$ cat src/hdl/pbra_ram.sv
// Generic simple dual-port RAM: one write port, one registered read port.
// No dependencies.
`default_nettype none

module pbra_ram #(
   parameter int WIDTH = 32,
   parameter int DEPTH = 128
) (
   input  wire logic                                       clock,
   input  wire logic                                       wr_en,
   input  wire logic [((DEPTH > 1) ? $clog2(DEPTH) : 1)-1:0] wr_addr,
   input  wire logic [WIDTH-1:0]                           wr_data,
   input  wire logic                                       rd_en,
   input  wire logic [((DEPTH > 1) ? $clog2(DEPTH) : 1)-1:0] rd_addr,
   output logic      [WIDTH-1:0]                           rd_data
);

   logic [WIDTH-1:0] mem_ff [DEPTH];
   logic [WIDTH-1:0] rd_data_ff;

   // Write port
   always_ff @(posedge clock) begin
      if (wr_en) begin
         mem_ff[wr_addr] <= wr_data;
      end
   end

   // Registered read port
   always_ff @(posedge clock) begin
      if (rd_en) begin
         rd_data_ff <= mem_ff[rd_addr];
      end
   end

   assign rd_data = rd_data_ff;

endmodule

`default_nettype wire

$ cat config.mk
export PLATFORM = sky130hd
export DESIGN_NAME = pbra_ram
export DESIGN_NICKNAME = d
export VERILOG_FILES = /design/src/hdl/pbra_ram.sv
export SDC_FILE = /design/constraint.sdc
export NUM_CORES = 2
export LEC_CHECK = 0
export BUFFER_PORTS_ARGS = -buffer_cell sky130_fd_sc_hd__buf_4
export CAP_MARGIN = 40
export CORE_ASPECT_RATIO = 2
export CORE_MARGIN = 2
export CORE_UTILIZATION = 55
export CTS_BUF_LIST = sky130_fd_sc_hd__clkbuf_4
export DETAILED_ROUTE_END_ITERATION = 8
export GPL_ROUTABILITY_DRIVEN = 0
export PLACE_DENSITY = 0.71
export SKIP_CTS_REPAIR_TIMING = 1
export SLEW_MARGIN = 0
export SYNTH_ARGS = -nofsm -noshare
export SYNTH_HDL_FRONTEND = slang
export SYNTH_SLANG_ARGS = --single-unit
$ cat constraint.sdc
create_clock -name clock -period 5.59 [get_ports clock]
set_input_delay 0.559 -clock clock [delete_from_list [all_inputs] [get_ports clock]]
set_output_delay 0.559 -clock clock [all_outputs]
set_load 0.02 [all_outputs]
==> run summary <==
WL/cell - 37.57 µm
Ports - 81
CP endpoint - mem_ff[22][28]
Static Leak - 54.88 nW
Routed via count - 75680
Die area - 289300 µm²
Setup crit start kind - input port
Largest net degree at the start of global routing - 99
FF+latch area - 124000 µm²
Crit path from - wr_addr[0]
GRT busiest layer - met2
Initial DRT Pass Iterations - 5
Min Hold Slack - 0.1200 ns
Maximum clock frequency - 0.3227 GHz
Mapped Area - 156600 µm²
Footprint of the multi-input gates - 32290 µm²
Syn. warnings - 0
Fin. Hold Viols - 0
# DRC - 0
Overflow after GRT - 0
Slew Limit Fails - 0
Final Critical Period - 3.099 ns
Worst-Margin Slew - 1.047 ns
Row Count - 277
Synth-to-Final Area Change - 13.16%
CP endpoint kind - flop
GR Util met2 - 51.09%
Number of fill cells - 18500
Initial antenna violation count - 102
Final cell count without fillers - 11720
Power Density - 334.9 nW/µm²
Clock buffers created by TritonCTS - 825
Global-route wire length before repair - 598600 µm
DP HPWL - 265200 µm
PnR worst setup slack - 2.491 ns
Vias in the first global route - 77260
Final Setup Violations - 0
Clock Latency Late Sink - 1.45 ns
Die Wd - 381.3 µm
Starting Density - 55.17%
Cells after DPL - 9872
Overall power - 59.34 mW
Final #Nets - 7032
Iter 0 DRT Violations - 10700
Antenna-violating nets left - 0
Critical Path RT - 6.61 ns
Max Cap Violations - 0
FF-to-FF End - rd_data[6]
Synthesized instance count - 5990
Syn_area_per_cell - 26.14 µm²
RSZ-0062 raised after global routing - false
Status - complete, no violations
All-Layer GR Usage - 30.43%
CTS tree - yes
Sum Neg Setup Slack - 0 ns
Met1 usage - 34.80%
Post-DR vias/cell - 6.455
Clock slew at reported path FFs - 0.07 ns
Reg2reg path depth - 4
Root Buffer Master - clkbuf_4
Htree depth - 6
Post-synth cell types - 16
CTS sink cnt - 4128
Core area - 283900 µm²
CTS Buffer Depth - 4
Sequential cell area fraction in the yosys report - 79.16%
Maximum VDD drop - 0.1930 mV
Syn Nets - 6039
Layout cell share with drive strength beyond 1 - 41.78%
Worst clock skew - 0.08779 ns
PortBufs - 80
Worst r2r src - mem_ff[119][6]
Arrival time at the worst endpoint - 4.12 ns
GR Layer Usage met3 - 4.691%
Type of the worst setup path - input port to flop
Worst-path fanout max - 24
#FFs+latches synth - 4128
Setup WS pre-CTS - 1.359 ns
Hold/Removal Path Class - input port to flop
Die span in y - 758.6 µm
Reg2Reg Setup Slack - 2.60 ns
Final Cycle Share - 55.43%
Max-Slew Margin vs Limit - 30.19%
Detailed Route WL - 440500 µm
[metal layers]
layer | routed length (µm) | part of all wire, % | vias up
li1 | - | - | 29360
met1 | 133400 | 30 | 40250
met2 | 227900 | 52 | 5020
met3 | 39830 | 9.0 | 1027
met4 | 39170 | 8.9 | 24
met5 | 172 | 0.039 | -
[cell usage after synthesis]
library cell	number	area [µm²]
nand2_1	14	52.55
edfxtp_1	4128	124000
mux2_2	32	360.4
buf_1	50	187.7
or3_1	1	6.260
nand3_1	12	60.06
clkbuf_1	182	683.2
buf_6	2	22.52
buf_4	3	22.52
nor3_1	9	45.04
mux4_2	1344	30270
nand2b_1	2	12.51
nor2_1	122	457.9
buf_2	79	395.4
nand4_1	3	18.77
nor2b_1	7	43.79
[cells in the final DEF (no fill, tap or decap), types with 3 or more instances in the layout]
| master | n |
|---|---|
| dlygate4sd3_1 | 48 |
| mux4_2 | 1344 |
| nor2_1 | 3 |
| nand2_1 | 11 |
| nand3_2 | 4 |
| buf_8 | 6 |
| bufinv_16 | 19 |
| nor3_2 | 9 |
| nand2_2 | 3 |
| clkinv_4 | 8 |
| nor2_4 | 119 |
| inv_2 | 10 |
| nand4_1 | 3 |
| nor2b_1 | 7 |
| mux2_2 | 32 |
| inv_6 | 3 |
| clkinvlp_4 | 16 |
| clkinv_1 | 209 |
| buf_12 | 55 |
| clkinv_2 | 42 |
| buf_4 | 344 |
| edfxtp_1 | 4128 |
| clkbuf_4 | 1129 |
| nand3_1 | 8 |
| diode_2 | 366 |
| buf_16 | 28 |
[layout make-up]
class | count | share of cell area [%]
Antenna cell | 366 | 0.5168
Clock inverter | 307 | 1.027
Tap cell | 3766 | 2.659
Timing Repair Buffer | 482 | 2.842
Clock buffer | 1129 | 4.783
Sequential cell | 4128 | 69.95
Multi-Input combinational cell | 1546 | 18.22
[power by group]
group | internal (mW) | total, mW | switching [mW]
clock network | 10.3 | 21.5 | 11.2
logic | 1.32 | 3.58 | 2.26
registers | 34.2 | 34.3 | 0.104
total | 45.8 | 59.3 | 13.6
[flip-flops by register name, summed over array words and instances (netlist names)]
register,count
mem_ff,4096
rd_data,32
[critical path, stage by stage]
cell and delay (ns):
dlygate4sd3_1 0.62, buf_4 0.25, nor2b_1 0.39, nand3_2 0.74, buf_4 0.47, nor2_4 0.45
buf_4 0.58
[worst min path at each step]
stage,from,to,slack [ns],cells after the start
after global routing,wr_data[21],mem_ff[27][21],0.06,2
after floorplan,wr_data[0],mem_ff[0][0],0.66,0
after detailed placement,wr_data[28],mem_ff[99][28],0.84,1
after global placement,wr_data[21],mem_ff[27][21],0.99,1
final,wr_data[21],mem_ff[31][21],0.12,2
after CTS,wr_data[28],mem_ff[99][28],-0.68,1
[cell families after synthesis]
kind of cell           after synthesis  share of synthesized area, %
buffers and inverters              316                        0.8373
DFF                               4128                         79.16
and+or+nand+nor                    170                        0.4450
muxes                             1376                         19.56
[metrics by stage]
step / instance area, µm² / utilization, %
2_1_floorplan: 156600 / -
3_3_place_gp: 164400 / 57.90
3_5_place_dp: 165500 / 58.29
4_1_cts: 175800 / 61.92
5_1_grt: 177200 / 62.42
6_report: 177200 / 62.43
Note: power is estimated with default switching activity, not from simulation.
